**src/rtl/u8u16_pkg.sv**
```systemverilog
`timescale 1ns / 1ps
`default_nettype none

package u8u16_pkg;

  // result kinds as seen on the output channel
  typedef enum logic [1:0] {
    KIND_UNIT      = 2'd0,
    KIND_DONE      = 2'd1,
    KIND_MALFORMED = 2'd2,
    KIND_NOROOM    = 2'd3
  } kind_t;

  // work queue between the decoder front and the emitter back
  localparam int unsigned QUEUE_DEPTH = 4;
  localparam int unsigned QUEUE_PTR_W = $clog2(QUEUE_DEPTH);

  localparam int unsigned ACCUM_W = 21;

  localparam logic [15:0]        HI_SURR_BASE = 16'hd800;
  localparam logic [15:0]        LO_SURR_BASE = 16'hdc00;
  localparam logic [ACCUM_W-1:0] SUPP_BASE    = 21'h10000;

  // one decoded job: a status, a single code unit, or a surrogate pair
  typedef struct packed {
    kind_t       kind;
    logic        pair;
    logic [15:0] unit_hi;
    logic [15:0] unit_lo;
    logic [15:0] written;
  } job_t;

endpackage

`default_nettype wire

```
**src/rtl/u8u16_ifs.sv**
```systemverilog
`timescale 1ns / 1ps
`default_nettype none

// byte stream channel
interface u8u16_byte_if;
  logic       valid;
  logic       ready;
  logic [7:0] in_byte;

  modport source (output valid, output in_byte, input ready);
  modport sink (input valid, input in_byte, output ready);
endinterface

// code unit and status channel
interface u8u16_result_if;
  logic        valid;
  logic        ready;
  logic [1:0]  kind;
  logic [15:0] code_unit;
  logic [15:0] units_written;
  logic        last_of_run;

  modport source (output valid, output kind, output code_unit, output units_written,
                  output last_of_run, input ready);
  modport sink (input valid, input kind, input code_unit, input units_written,
                input last_of_run, output ready);
endinterface

`default_nettype wire

```
**src/rtl/u8u16_front.sv**
```systemverilog
`timescale 1ns / 1ps
`default_nettype none

module u8u16_front #(
  parameter int unsigned COUNT_WIDTH = 16
) (
  input  wire logic           clk,
  input  wire logic           rst,
  u8u16_byte_if.sink          utf8,
  input  wire logic [15:0]    max_units,
  output u8u16_pkg::job_t     job,
  output logic                job_valid,
  input  wire logic           job_ready
);

  localparam int unsigned EXT_W = ((COUNT_WIDTH > 16) ? COUNT_WIDTH : 16) + 2;
  localparam int unsigned ACC_W = u8u16_pkg::ACCUM_W;

  logic [ACC_W-1:0]       accum;
  logic [ACC_W-1:0]       accum_next;
  logic [1:0]             pending;
  logic [1:0]             pending_next;
  logic [COUNT_WIDTH-1:0] count;
  logic [COUNT_WIDTH-1:0] count_next;
  logic                   halted;
  logic                   halted_next;

  logic             accept;
  logic [7:0]       b;
  logic             is_zero;
  logic [ACC_W-1:0] shifted;
  logic             emit_go;
  logic [ACC_W-1:0] emit_cp;
  logic             big;
  logic [ACC_W-1:0] supp_off;
  logic [15:0]      surr_hi;
  logic [15:0]      surr_lo;
  logic [EXT_W-1:0] cap_ext;
  logic [EXT_W-1:0] mu_ext;
  logic [EXT_W-1:0] lim_ext;
  logic [EXT_W-1:0] need_ext;
  logic             room;
  logic [15:0]      count16;

  assign utf8.ready = job_ready;
  assign accept     = utf8.valid && job_ready;
  assign b          = utf8.in_byte;
  assign is_zero    = (b == 8'd0);
  assign shifted    = {accum[ACC_W-7:0], b[5:0]};
  assign count16    = 16'(count);

  // surrogate split of the finished code point
  assign big      = (emit_cp[ACC_W-1:16] != '0);
  assign supp_off = emit_cp - u8u16_pkg::SUPP_BASE;
  assign surr_hi  = u8u16_pkg::HI_SURR_BASE | {5'b0, supp_off[20:10]};
  assign surr_lo  = u8u16_pkg::LO_SURR_BASE | {6'b0, supp_off[9:0]};

  // room check against the smaller of the register and the counter range
  assign cap_ext  = {{(EXT_W-COUNT_WIDTH){1'b0}}, {COUNT_WIDTH{1'b1}}};
  assign mu_ext   = EXT_W'(max_units);
  assign lim_ext  = (mu_ext < cap_ext) ? mu_ext : cap_ext;
  assign need_ext = big ? EXT_W'(2) : EXT_W'(1);
  assign room     = (EXT_W'(count) + need_ext) <= lim_ext;

  // byte classification and string state update
  always_comb begin
    accum_next   = accum;
    pending_next = pending;
    count_next   = count;
    halted_next  = halted;
    job_valid    = 1'b0;
    job          = '0;
    emit_go      = 1'b0;
    emit_cp      = '0;
    if (accept) begin
      if (halted) begin
        if (is_zero) begin
          accum_next   = '0;
          pending_next = '0;
          count_next   = '0;
          halted_next  = 1'b0;
        end
      end else if (pending != 2'd0) begin
        if (is_zero) begin
          job_valid    = 1'b1;
          job.kind     = u8u16_pkg::KIND_MALFORMED;
          job.written  = count16;
          accum_next   = '0;
          pending_next = '0;
          count_next   = '0;
        end else if (b[7:6] != 2'b10) begin
          job_valid    = 1'b1;
          job.kind     = u8u16_pkg::KIND_MALFORMED;
          job.written  = count16;
          accum_next   = '0;
          pending_next = '0;
          halted_next  = 1'b1;
        end else begin
          accum_next   = shifted;
          pending_next = pending - 2'd1;
          if (pending == 2'd1) begin
            emit_go = 1'b1;
            emit_cp = shifted;
          end
        end
      end else if (is_zero) begin
        job_valid   = 1'b1;
        job.kind    = u8u16_pkg::KIND_DONE;
        job.written = count16;
        count_next  = '0;
      end else if (!b[7]) begin
        emit_go = 1'b1;
        emit_cp = ACC_W'(b);
      end else if (b[7:5] == 3'b110) begin
        accum_next   = ACC_W'(b[4:0]);
        pending_next = 2'd1;
      end else if (b[7:4] == 4'b1110) begin
        accum_next   = ACC_W'(b[3:0]);
        pending_next = 2'd2;
      end else begin
        accum_next   = ACC_W'(b[2:0]);
        pending_next = 2'd3;
      end
    end

    // a complete code point: emit its units or stop for lack of room
    if (emit_go) begin
      accum_next   = '0;
      pending_next = '0;
      job_valid    = 1'b1;
      if (!room) begin
        job.kind    = u8u16_pkg::KIND_NOROOM;
        job.written = count16;
        halted_next = 1'b1;
      end else begin
        job.kind    = u8u16_pkg::KIND_UNIT;
        job.pair    = big;
        job.unit_hi = big ? surr_hi : emit_cp[15:0];
        job.unit_lo = surr_lo;
        job.written = 16'(count + COUNT_WIDTH'(1));
        count_next  = count + (big ? COUNT_WIDTH'(2) : COUNT_WIDTH'(1));
      end
    end
  end

  // string state registers
  always_ff @(posedge clk) begin
    if (rst) begin
      accum   <= '0;
      pending <= '0;
      count   <= '0;
      halted  <= 1'b0;
    end else begin
      accum   <= accum_next;
      pending <= pending_next;
      count   <= count_next;
      halted  <= halted_next;
    end
  end

endmodule

`default_nettype wire

```
**src/rtl/u8u16_queue.sv**
```systemverilog
`timescale 1ns / 1ps
`default_nettype none

module u8u16_queue (
  input  wire logic            clk,
  input  wire logic            rst,
  input  wire u8u16_pkg::job_t wr_job,
  input  wire logic            wr_valid,
  output logic                 wr_ready,
  output u8u16_pkg::job_t      rd_job,
  output logic                 rd_valid,
  input  wire logic            rd_ready
);

  localparam int unsigned DEPTH = u8u16_pkg::QUEUE_DEPTH;
  localparam int unsigned PTR_W = u8u16_pkg::QUEUE_PTR_W;

  u8u16_pkg::job_t  slots [DEPTH];
  logic [PTR_W-1:0] wr_ptr;
  logic [PTR_W-1:0] rd_ptr;
  logic [PTR_W:0]   fill;
  logic             do_wr;
  logic             do_rd;

  assign wr_ready = (fill != (PTR_W+1)'(DEPTH));
  assign rd_valid = (fill != '0);
  assign rd_job   = slots[rd_ptr];
  assign do_wr    = wr_valid && wr_ready;
  assign do_rd    = rd_valid && rd_ready;

  // pointers and fill level
  always_ff @(posedge clk) begin
    if (rst) begin
      wr_ptr <= '0;
      rd_ptr <= '0;
      fill   <= '0;
    end else begin
      if (do_wr) begin
        wr_ptr <= (wr_ptr == PTR_W'(DEPTH-1)) ? '0 : wr_ptr + PTR_W'(1);
      end
      if (do_rd) begin
        rd_ptr <= (rd_ptr == PTR_W'(DEPTH-1)) ? '0 : rd_ptr + PTR_W'(1);
      end
      if (do_wr && !do_rd) begin
        fill <= fill + (PTR_W+1)'(1);
      end else if (do_rd && !do_wr) begin
        fill <= fill - (PTR_W+1)'(1);
      end
    end
  end

  // job storage
  always_ff @(posedge clk) begin
    if (do_wr) begin
      slots[wr_ptr] <= wr_job;
    end
  end

endmodule

`default_nettype wire

```
**src/rtl/u8u16_back.sv**
```systemverilog
`timescale 1ns / 1ps
`default_nettype none

module u8u16_back (
  input  wire logic            clk,
  input  wire logic            rst,
  input  wire u8u16_pkg::job_t job,
  input  wire logic            job_valid,
  output logic                 job_ready,
  u8u16_result_if.source       utf16
);

  logic        out_valid;
  logic [1:0]  out_kind;
  logic [15:0] out_unit;
  logic [15:0] out_written;
  logic        out_last;
  logic        second_pending;
  logic [15:0] second_unit;
  logic [15:0] second_written;
  logic        load_ok;

  assign load_ok   = !out_valid || utf16.ready;
  assign job_ready = load_ok && !second_pending;

  assign utf16.valid         = out_valid;
  assign utf16.kind          = out_kind;
  assign utf16.code_unit     = out_unit;
  assign utf16.units_written = out_written;
  assign utf16.last_of_run   = out_last;

  // output control: second half of a pair goes before the next job
  always_ff @(posedge clk) begin
    if (rst) begin
      out_valid      <= 1'b0;
      second_pending <= 1'b0;
    end else if (load_ok) begin
      if (second_pending) begin
        out_valid      <= 1'b1;
        second_pending <= 1'b0;
      end else begin
        out_valid      <= job_valid;
        second_pending <= job_valid && job.pair;
      end
    end
  end

  // output payload
  always_ff @(posedge clk) begin
    if (load_ok) begin
      if (second_pending) begin
        out_kind    <= u8u16_pkg::KIND_UNIT;
        out_unit    <= second_unit;
        out_written <= second_written;
        out_last    <= 1'b1;
      end else begin
        out_kind       <= job.kind;
        out_unit       <= job.unit_hi;
        out_written    <= job.written;
        out_last       <= !job.pair;
        second_unit    <= job.unit_lo;
        second_written <= job.written + 16'd1;
      end
    end
  end

endmodule

`default_nettype wire

```
**src/rtl/utf8_to_utf16_decoder.sv**
```systemverilog
`timescale 1ns / 1ps
`default_nettype none

// UTF-8 to UTF-16 decoder. Takes one UTF-8 byte per transaction on utf8 and
// gives UTF-16 code units and status results on utf16. A zero byte ends the
// string with a done result; a bad or zero continuation byte gives a malformed
// result, and a code point that would take the unit count past max_units gives
// a no-room result; after a malformed or no-room stop the remaining bytes up to
// the zero terminator give no result. A byte is taken every cycle as long as
// the four-entry job queue has space; each result is one output transaction,
// so a code point of 0x10000 and above (a surrogate pair) gives two results;
// the sustained rate is one result per cycle while utf16.ready is high, set by
// the single output register. The user writes max_units through max_units_we /
// max_units_wdata only while the block is idle; the block does not enforce it.
module utf8_to_utf16_decoder #(
  parameter int unsigned COUNT_WIDTH = 16
) (
  input  wire logic        clk,
  input  wire logic        rst,
  u8u16_byte_if.sink       utf8,
  u8u16_result_if.source   utf16,
  input  wire logic        max_units_we,
  input  wire logic [15:0] max_units_wdata
);

  logic [15:0]       max_units;
  u8u16_pkg::job_t   front_job;
  logic              front_valid;
  logic              front_ready;
  u8u16_pkg::job_t   back_job;
  logic              back_valid;
  logic              back_ready;

  // unit limit register
  always_ff @(posedge clk) begin
    if (rst) begin
      max_units <= 16'hffff;
    end else if (max_units_we) begin
      max_units <= max_units_wdata;
    end
  end

  u8u16_front #(
    .COUNT_WIDTH (COUNT_WIDTH)
  ) u_front (
    .clk       (clk),
    .rst       (rst),
    .utf8      (utf8),
    .max_units (max_units),
    .job       (front_job),
    .job_valid (front_valid),
    .job_ready (front_ready)
  );

  u8u16_queue u_queue (
    .clk      (clk),
    .rst      (rst),
    .wr_job   (front_job),
    .wr_valid (front_valid),
    .wr_ready (front_ready),
    .rd_job   (back_job),
    .rd_valid (back_valid),
    .rd_ready (back_ready)
  );

  u8u16_back u_back (
    .clk       (clk),
    .rst       (rst),
    .job       (back_job),
    .job_valid (back_valid),
    .job_ready (back_ready),
    .utf16     (utf16)
  );

endmodule

`default_nettype wire

```
**src/flat_wrapper.sv**
```systemverilog
// flat-port wrapper written by rule: the top's interface ports become plain ports
module utf8_to_utf16_decoder_flat 
#(
  parameter int unsigned COUNT_WIDTH = 16
)
  (clk, rst, max_units_we, max_units_wdata, utf8_valid, utf8_in_byte, utf8_ready, utf16_valid, utf16_kind, utf16_code_unit, utf16_units_written, utf16_last_of_run, utf16_ready);
  u8u16_byte_if utf8_i ();
  u8u16_result_if utf16_i ();
  input  wire logic clk;
  input  wire logic rst;
  input  wire logic max_units_we;
  input  wire logic [15:0] max_units_wdata;
  input wire logic [$bits(utf8_i.valid)-1:0] utf8_valid;
  input wire logic [$bits(utf8_i.in_byte)-1:0] utf8_in_byte;
  output wire logic [$bits(utf8_i.ready)-1:0] utf8_ready;
  output wire logic [$bits(utf16_i.valid)-1:0] utf16_valid;
  output wire logic [$bits(utf16_i.kind)-1:0] utf16_kind;
  output wire logic [$bits(utf16_i.code_unit)-1:0] utf16_code_unit;
  output wire logic [$bits(utf16_i.units_written)-1:0] utf16_units_written;
  output wire logic [$bits(utf16_i.last_of_run)-1:0] utf16_last_of_run;
  input wire logic [$bits(utf16_i.ready)-1:0] utf16_ready;
  assign utf8_i.valid = utf8_valid;
  assign utf8_i.in_byte = utf8_in_byte;
  assign utf8_ready = utf8_i.ready;
  assign utf16_valid = utf16_i.valid;
  assign utf16_kind = utf16_i.kind;
  assign utf16_code_unit = utf16_i.code_unit;
  assign utf16_units_written = utf16_i.units_written;
  assign utf16_last_of_run = utf16_i.last_of_run;
  assign utf16_i.ready = utf16_ready;
  utf8_to_utf16_decoder #(.COUNT_WIDTH(COUNT_WIDTH)) u_core (.clk(clk), .rst(rst), .utf8(utf8_i), .utf16(utf16_i), .max_units_we(max_units_we), .max_units_wdata(max_units_wdata));
endmodule
```
**config.mk**
```make
export PLATFORM = sky130hd
export DESIGN_NAME = utf8_to_utf16_decoder_flat
export DESIGN_NICKNAME = d
export VERILOG_FILES = /design/src/rtl/u8u16_pkg.sv /design/src/rtl/u8u16_ifs.sv /design/src/rtl/u8u16_front.sv /design/src/rtl/u8u16_queue.sv /design/src/rtl/u8u16_back.sv /design/src/rtl/utf8_to_utf16_decoder.sv /design/src/flat_wrapper.sv
export SDC_FILE = /design/constraint.sdc
export NUM_CORES = 1
export LEC_CHECK = 0
export BUFFER_PORTS_ARGS = -buffer_cell sky130_fd_sc_hd__buf_4
export CORE_UTILIZATION = 55
export CTS_CLUSTER_DIAMETER = 120
export CTS_CLUSTER_SIZE = 25
export DETAILED_ROUTE_END_ITERATION = 7
export PLACE_DENSITY = 0.8
export RECOVER_POWER = 25
export SLEW_MARGIN = 5
export SYNTH_ARGS = -nofsm -noshare
export SYNTH_HDL_FRONTEND = slang
export SYNTH_SLANG_ARGS = --single-unit
export TNS_END_PERCENT = 50
```
**constraint.sdc**
```tcl
create_clock -name clk -period 7.18 [get_ports clk]
set_input_delay 0.359 -clock clk [delete_from_list [all_inputs] [get_ports clk]]
set_output_delay 0.359 -clock clk [all_outputs]
set_load 0.02 [all_outputs]
```
==> metrics.txt, run 1 <==
first-pass GRT wire length 41720 µm; Synth Cell Area 13610 µm²; post-route ant nets 0; proportion of layout cells with a drive suffix above 1 15.97%; register bit total from synthesis 307; Layout Cells excl Fill 1357; worst hold path type in2reg; syn_nets 1041; crit share post-route 92.96%; # diodes 0; area delta synth->final 7.666%; Inst Count DP 1329; Power Dens Cells 312.8 nW/µm²; Core ar. 24320 µm²; iteration count of the initial detailed-routing pass 5; Max clock buf depth 3; Mapped Cells 981; Seq/Total Area, Yosys 63.24%; critical path class reg2reg; commonest cells after routing, fill and taps aside edfxtp_1 (246), nand2_1 (91), dfxtp_1 (61); Main synth FF type edfxtp_1; via count 8062; initial core utilization 55.98%; Worst slew margin -68.04%; hpwl dp 18030 µm; die area 25380 µm²; number of max-cap violations 3; synth warn 0; failing checks max-capacitance violations, max-slew violations; vias per cell 5.941; post-route cell area 14660 µm²; max-slew violations 101; Final Skew 21.95 ps; fmax 149.8 MHz; RSZ-0062 raised after global routing true; Data arrival, critical path 6940 ps; final hold vios 0; CTS Root Cell clkbuf_16; CTS H-Tree Depth 1; Routed WL 26000 µm; fin crit period 6675 ps; Critical Path RT 7450 ps; VDD IR max 0.0001565 V; Startpoint Class flip-flop; drt drc 0; Resized cells post-CTS 0; GP Congestion 0.8929; DRT iter0 DRCs 675; fillers 1846; DP Area 14350 µm²; pin count of the biggest net entering global routing 42; Leakage 5.008 nW; Power Total 0.004585 W; initial antenna violation count 0; DIE HEIGHT 159.3 µm; CTS tree done; Nets 1083; library cells used by synthesis 78; floorplan row count 57; clk slew on worst S/H paths 100 ps; GRT overflow 0; Post-synth EDFFs 246; largest cells by area after synthesis edfxtp_1 (54%), dfxtp_1 (9.0%), mux4_2 (7.6%); vias in the first global route 7639; clk sinks 307; CTS Buf Count 16; Worst-Skew Late Latency 510 ps; Horiz. Die Dim 159.3 µm; Least-Margin Pin Slew 2521 ps; wire per inst 19.16 µm; I/O pin count 66; Max FO, Critical Path 24; GR Util All Layers 20.74%; Avg Synthesized Cell Area 13.88 µm²; Async S/R FF share, synth 0%; post-synth top area share 54.26%; hold_buf cts 0; setup_tns 0 ps; post-CTS setup buffers 0; status finished with violations; most common cell after layout, fill and taps aside edfxtp_1; CP Capture Type flip-flop; Synth area leader edfxtp_1; Final Setup Violations 0; input/output buffers 65
per-layer routing:
metal / vias up / GRT usage, % / part of all wire (%)
li1: 3789 / - / -
met1: 3978 / 31.06 / 46
met2: 265 / 32.34 / 45
met3: 30 / 3.126 / 7.0
met4: 0 / 4.589 / 1.4
met5: - / 0 / 0
synth_stat cells (11+ instances only):
cell      number
a21oi_1       56
and3_1        15
buf_2         18
clkbuf_1      28
dfxtp_1       61
edfxtp_1     246
ha_1          29
inv_1         41
mux2_2        24
mux4_2        46
nand2_1       91
nand3_1       46
nor2_1        42
nor3_1        15
o211ai_1      25
o21ai_0       17
or3_1         13
xnor2_1       19
xor2_1        11
worst max-delay path, stage by stage, from the launching register on:
cell and delay [ps]:
dfxtp_1 390, inv_1 60, ha_1 330, nor4b_1 300, buf_4 230, nand2_1 60
nor2_1 160, nand2_1 100, ha_1 250, o21ai_0 110, inv_1 120, fa_1 500
nand3b_4 250, or3_2 560, nor2_1 220, xnor2_1 100, ha_1 310, nand3_2 130
nor4_4 360, nand4_4 250, a211oi_4 440, nand2_2 320, inv_2 450, nor2_1 80
a31oi_1 340
state kept, by name, summed over array words and instances (netlist names), named ones only:
name and count:
u_core.u_queue.slots 184, u_core.max_units 16, u_core.u_back.second_written 16, u_core.u_back.utf16.code_unit 16
u_core.u_back.utf16.units_written 16, u_core.u_front.count 16, u_core.u_front.accum 15, u_core.u_back.second_unit 11
u_core.u_queue.fill 3, u_core.u_back.utf16.kind 2, u_core.u_front.pending 2, u_core.u_queue.rd_ptr 2
u_core.u_queue.wr_ptr 2, u_core.u_back.second_pending 1, u_core.u_back.utf16.last_of_run 1, u_core.u_back.utf16.valid 1
u_core.u_front.halted 1
worst paths after layout:
check,from,slack (ps),depth (start not counted),end
worst max-delay path,u_core.u_front.pending[0],510,24,u_core.u_queue.slots[1][0]
worst min-delay path,max_units_wdata[5],60,3,u_core.max_units[5]
worst max register to register,u_core.u_front.pending[0],510,24,u_core.u_queue.slots[1][0]
worst min register to register,u_core.u_front.accum[10],480,2,u_core.u_front.accum[10]
cell families (layout without fill, tap and decap cells):
group / count (synthesis) / after routing / share of synthesized area [%]
mux: 73 / 73 / 9.816
buf+inv: 99 / 151 / 3.245
xor+xnor: 30 / 30 / 1.930
fa+ha+maj: 31 / 31 / 2.960
simple gates: 291 / 291 / 11.37
compound gates: 150 / 150 / 7.445
flops: 307 / 307 / 63.24
metrics by stage:
| stage | setup WS, ps | hold WS [ps] | util, % |
|---|---|---|---|
| 5_1_grt | -83.06 | 53.75 | 60.27 |
| 6_report | 505.5 | 62.61 | 60.27 |
| 2_1_floorplan | 763.8 | 439.5 | - |
| 4_1_cts | 546.0 | 50.86 | 60.95 |
| 3_5_place_dp | 584.7 | 468.8 | 59.00 |
| 3_3_place_gp | 923.9 | 462.2 | 59.00 |
report_power, final:
| part | switching (W) | total (W) | internal, W | leakage [nW] |
|---|---|---|---|---|
| registers | 0.000122 | 0.00243 | 0.00230 | 2.81 |
| logic | 0.000688 | 0.00118 | 0.000493 | 1.97 |
| clock network | 0.000543 | 0.000978 | 0.000435 | 0.226 |
area by class of cell:
cell class              instances  area [µm²]  area share (%)
clock buffers                  26       437.9           2.988
clock inverters                 2       36.28          0.2476
inverters                      43       161.4           1.101
multi-input cells             575        4568           31.17
flip-flops and latches        307        8608           58.73
well taps                     324       405.4           2.766
repair buffers                 80       439.2           2.996
Power figures use the tool's default switching activity.
==> run 2: changes to the inputs <==
==> constraint.sdc (replaced) <==
create_clock -name clk -period 6.57 [get_ports clk]
set_input_delay 0.3285 -clock clk [delete_from_list [all_inputs] [get_ports clk]]
set_output_delay 0.3285 -clock clk [all_outputs]
set_load 0.02 [all_outputs]
==> metrics.txt, run 2 (same netlist as run 1, synthesis figures left out) <==
Final Skew 27.55 ps (was 21.95 ps); CTS Root Cell clkbuf_16 (unchanged); ordered list of cells on the worst path or3b_2 -> nand2_1 -> nor2_1 -> nand2_1 -> ha_1 -> o21ai_0 -> inv_1 -> ha_1 -> inv_1 -> fa_1 -> nand3b_4 -> or3_2 -> nor2_1 -> xnor2_1 -> ha_1 -> nand3_2 -> nor4_4 -> nand4_4 -> a211oi_4 -> nand2_2 -> buf_4 -> inv_4 -> nor2_1 -> a31oi_1 (was inv_1 -> ha_1 -> nor4b_1 -> buf_4 -> nand2_1 -> nor2_1 -> nand2_1 -> ha_1 -> o21ai_0 -> inv_1 -> fa_1 -> nand3b_4 -> or3_2 -> nor2_1 -> xnor2_1 -> ha_1 -> nand3_2 -> nor4_4 -> nand4_4 -> a211oi_4 -> nand2_2 -> inv_2 -> nor2_1 -> a31oi_1); crit share post-route 95.26% (was 92.96%); max-slew violations 79 (was 101); fillers 1866 (was 1846); Core ar. 24320 µm² (unchanged); utilization after layout 60.57% (was 60.27%); Worst path slowest cell or3_2 (unchanged); Least-Margin Pin Slew 2253 ps (was 2521 ps); hpwl dp 17910 µm (was 18030 µm); initial antenna violation count 0 (unchanged); Crit path buffers/inverters 4 (unchanged); post-route cell area 14730 µm² (was 14660 µm²); CP Capture Type flip-flop (unchanged); number of max-cap violations 2 (was 3); iteration count of the initial detailed-routing pass 6 (was 5); first-pass GRT wire length 42040 µm (was 41720 µm); GP Congestion 0.8856 (was 0.8929); Nets 1089 (was 1083); DP Area 14390 µm² (was 14350 µm²); Startpoint Class flip-flop (unchanged); CTS H-Tree Depth 1 (unchanged); vias in the first global route 7486 (was 7639); drt drc 0 (unchanged); Largest register FFs 184 (unchanged); fin crit period 6258 ps (was 6675 ps); GR Util All Layers 21.15% (was 20.74%); commonest cells after routing, fill and taps aside edfxtp_1 (246), nand2_1 (91), dfxtp_1 (60) (was edfxtp_1 (246), nand2_1 (91), dfxtp_1 (61)); GRT overflow 0 (unchanged); # diodes 0 (unchanged); floorplan row count 57 (unchanged); via count 8016 (was 8062); hold_buf cts 0 (unchanged); vias per cell 5.881 (was 5.941); Final Setup Violations 0 (unchanged); FF-to-FF path depth 24 (unchanged); clk sinks 307 (unchanged); status finished with violations (unchanged); RSZ-0062 raised after global routing true (unchanged); Leakage 5.053 nW (was 5.008 nW); input/output buffers 65 (unchanged); post-route ant nets 0 (unchanged); hold endpoint u_core.max_units[2] (was u_core.max_units[5]); DIE HEIGHT 159.3 µm (unchanged); final hold vios 0 (unchanged); CTS Buf Count 16 (unchanged); failing checks max-capacitance violations, max-slew violations (unchanged); pin count of the biggest net entering global routing 42 (unchanged); Seq. cell area 8610 µm² (was 8608 µm²); Layout Cells excl Fill 1363 (was 1357); proportion of layout cells with a drive suffix above 1 17.04% (was 15.97%); Data arrival, critical path 6500 ps (was 6940 ps); most common cell after layout, fill and taps aside edfxtp_1 (unchanged); critical path class reg2reg (unchanged); Largest delay share family, worst path simple AND/OR/NAND/NOR gates (unchanged); fmax 159.8 MHz (was 149.8 MHz); Worst-Skew Late Latency 500 ps (was 510 ps); wire per inst 19.58 µm (was 19.16 µm); Inst Count DP 1334 (was 1329); Routed WL 26690 µm (was 26000 µm); DRT iter0 DRCs 783 (was 675); Critical Path RT 6810 ps (was 7450 ps); r2r setup slk 310 ps (was 510 ps); Max FO, Critical Path 24 (unchanged); r2r endpoint u_core.u_queue.slots[1][0] (unchanged); Multi-input gate area 4573 µm² (was 4568 µm²); setup_tns 0 ps (unchanged); area delta synth->final 8.208% (was 7.666%); worst hold path type in2reg (unchanged); Hold Path Stages 3 (unchanged); Power Dens Cells 343.0 nW/µm² (was 312.8 nW/µm²); I/O pin count 66 (unchanged); VDD IR max 0.0002245 V (was 0.0001565 V); CTS tree done (unchanged); Max clock buf depth 3 (unchanged); Horiz. Die Dim 159.3 µm (unchanged); Reg-to-Reg Start u_core.u_queue.fill[2] (was u_core.u_front.pending[0]); Reg with most FFs u_core.u_queue.slots (unchanged); Worst slew margin -50.19% (was -68.04%); min-delay src max_units_wdata[2] (was max_units_wdata[5]); initial core utilization 55.98% (unchanged); clk slew on worst S/H paths 100 ps (about the same); die area 25380 µm² (unchanged); CP max stage delay 560 ps (about the same); Power Total 0.005053 W (was 0.004585 W)
==> run 2: layer usage <==
layer / GRT usage (%) / wire, µm / vias up / share of wire [%]
met2: 33.99 / 12560 / 314 / 47
met4: 4.283 / 393 / 0 / 1.5
met3: 2.709 / 1850 / 31 / 6.9
met5: 0 / 0 / - / 0
met1: 31.29 / 11890 / 3879 / 45
li1: - / - / 3792 / -
==> run 2: repair_timing <==
item                                   in CTS  in global routing
buffers inserted                            0                  1
gates resized for setup                     0                  3
endpoints found under the hold margin       0                  0
setup endpoints to repair                   0                 46
==> run 2: worst min-delay path, stage by stage <==
cell      delay [ps]
buf_4             80
nand2_1           40
o211ai_1          60
==> run 2: power by group <==
part	switching [W]	internal, W
logic	0.000767	0.000545
clock network	0.000590	0.000496
registers	0.000134	0.00252
==> run 2: area by class of cell <==
type                       instances  area share, %
sequential                       307          58.45
multi-input combinational        575          31.05
timing repair buffer              86          3.364
clock buffer                      27          3.143
tap                              324          2.752
inverter                          43          1.113
clock inverter                     1         0.1359
==> run 2: worst max path at each step <==
stage                               from                          end  slack (ps)  cells past startpoint
3_3_place_gp      u_core.u_queue.fill[2]   u_core.u_queue.slots[0][0]         600                     24
4_1_cts           u_core.u_queue.fill[2]   u_core.u_queue.slots[3][0]         230                     24
3_5_place_dp      u_core.u_queue.fill[2]   u_core.u_queue.slots[3][0]         380                     24
2_1_floorplan  u_core.u_front.pending[0]  u_core.u_queue.slots[0][42]         150                     27
6_report          u_core.u_queue.fill[2]   u_core.u_queue.slots[1][0]         310                     24
5_1_grt           u_core.u_queue.fill[2]   u_core.u_queue.slots[3][0]         -80                     24
==> run 2: metrics by stage <==
stage | worst slack, ps | hold slack (ps)
after floorplan | 153.8 | 439.5
after global placement | 601.7 | 460.1
after detailed placement | 377.0 | 466.7
after CTS | 230.7 | 22.12
after global routing | -75.03 | 25.68
final | 311.6 | 35.06
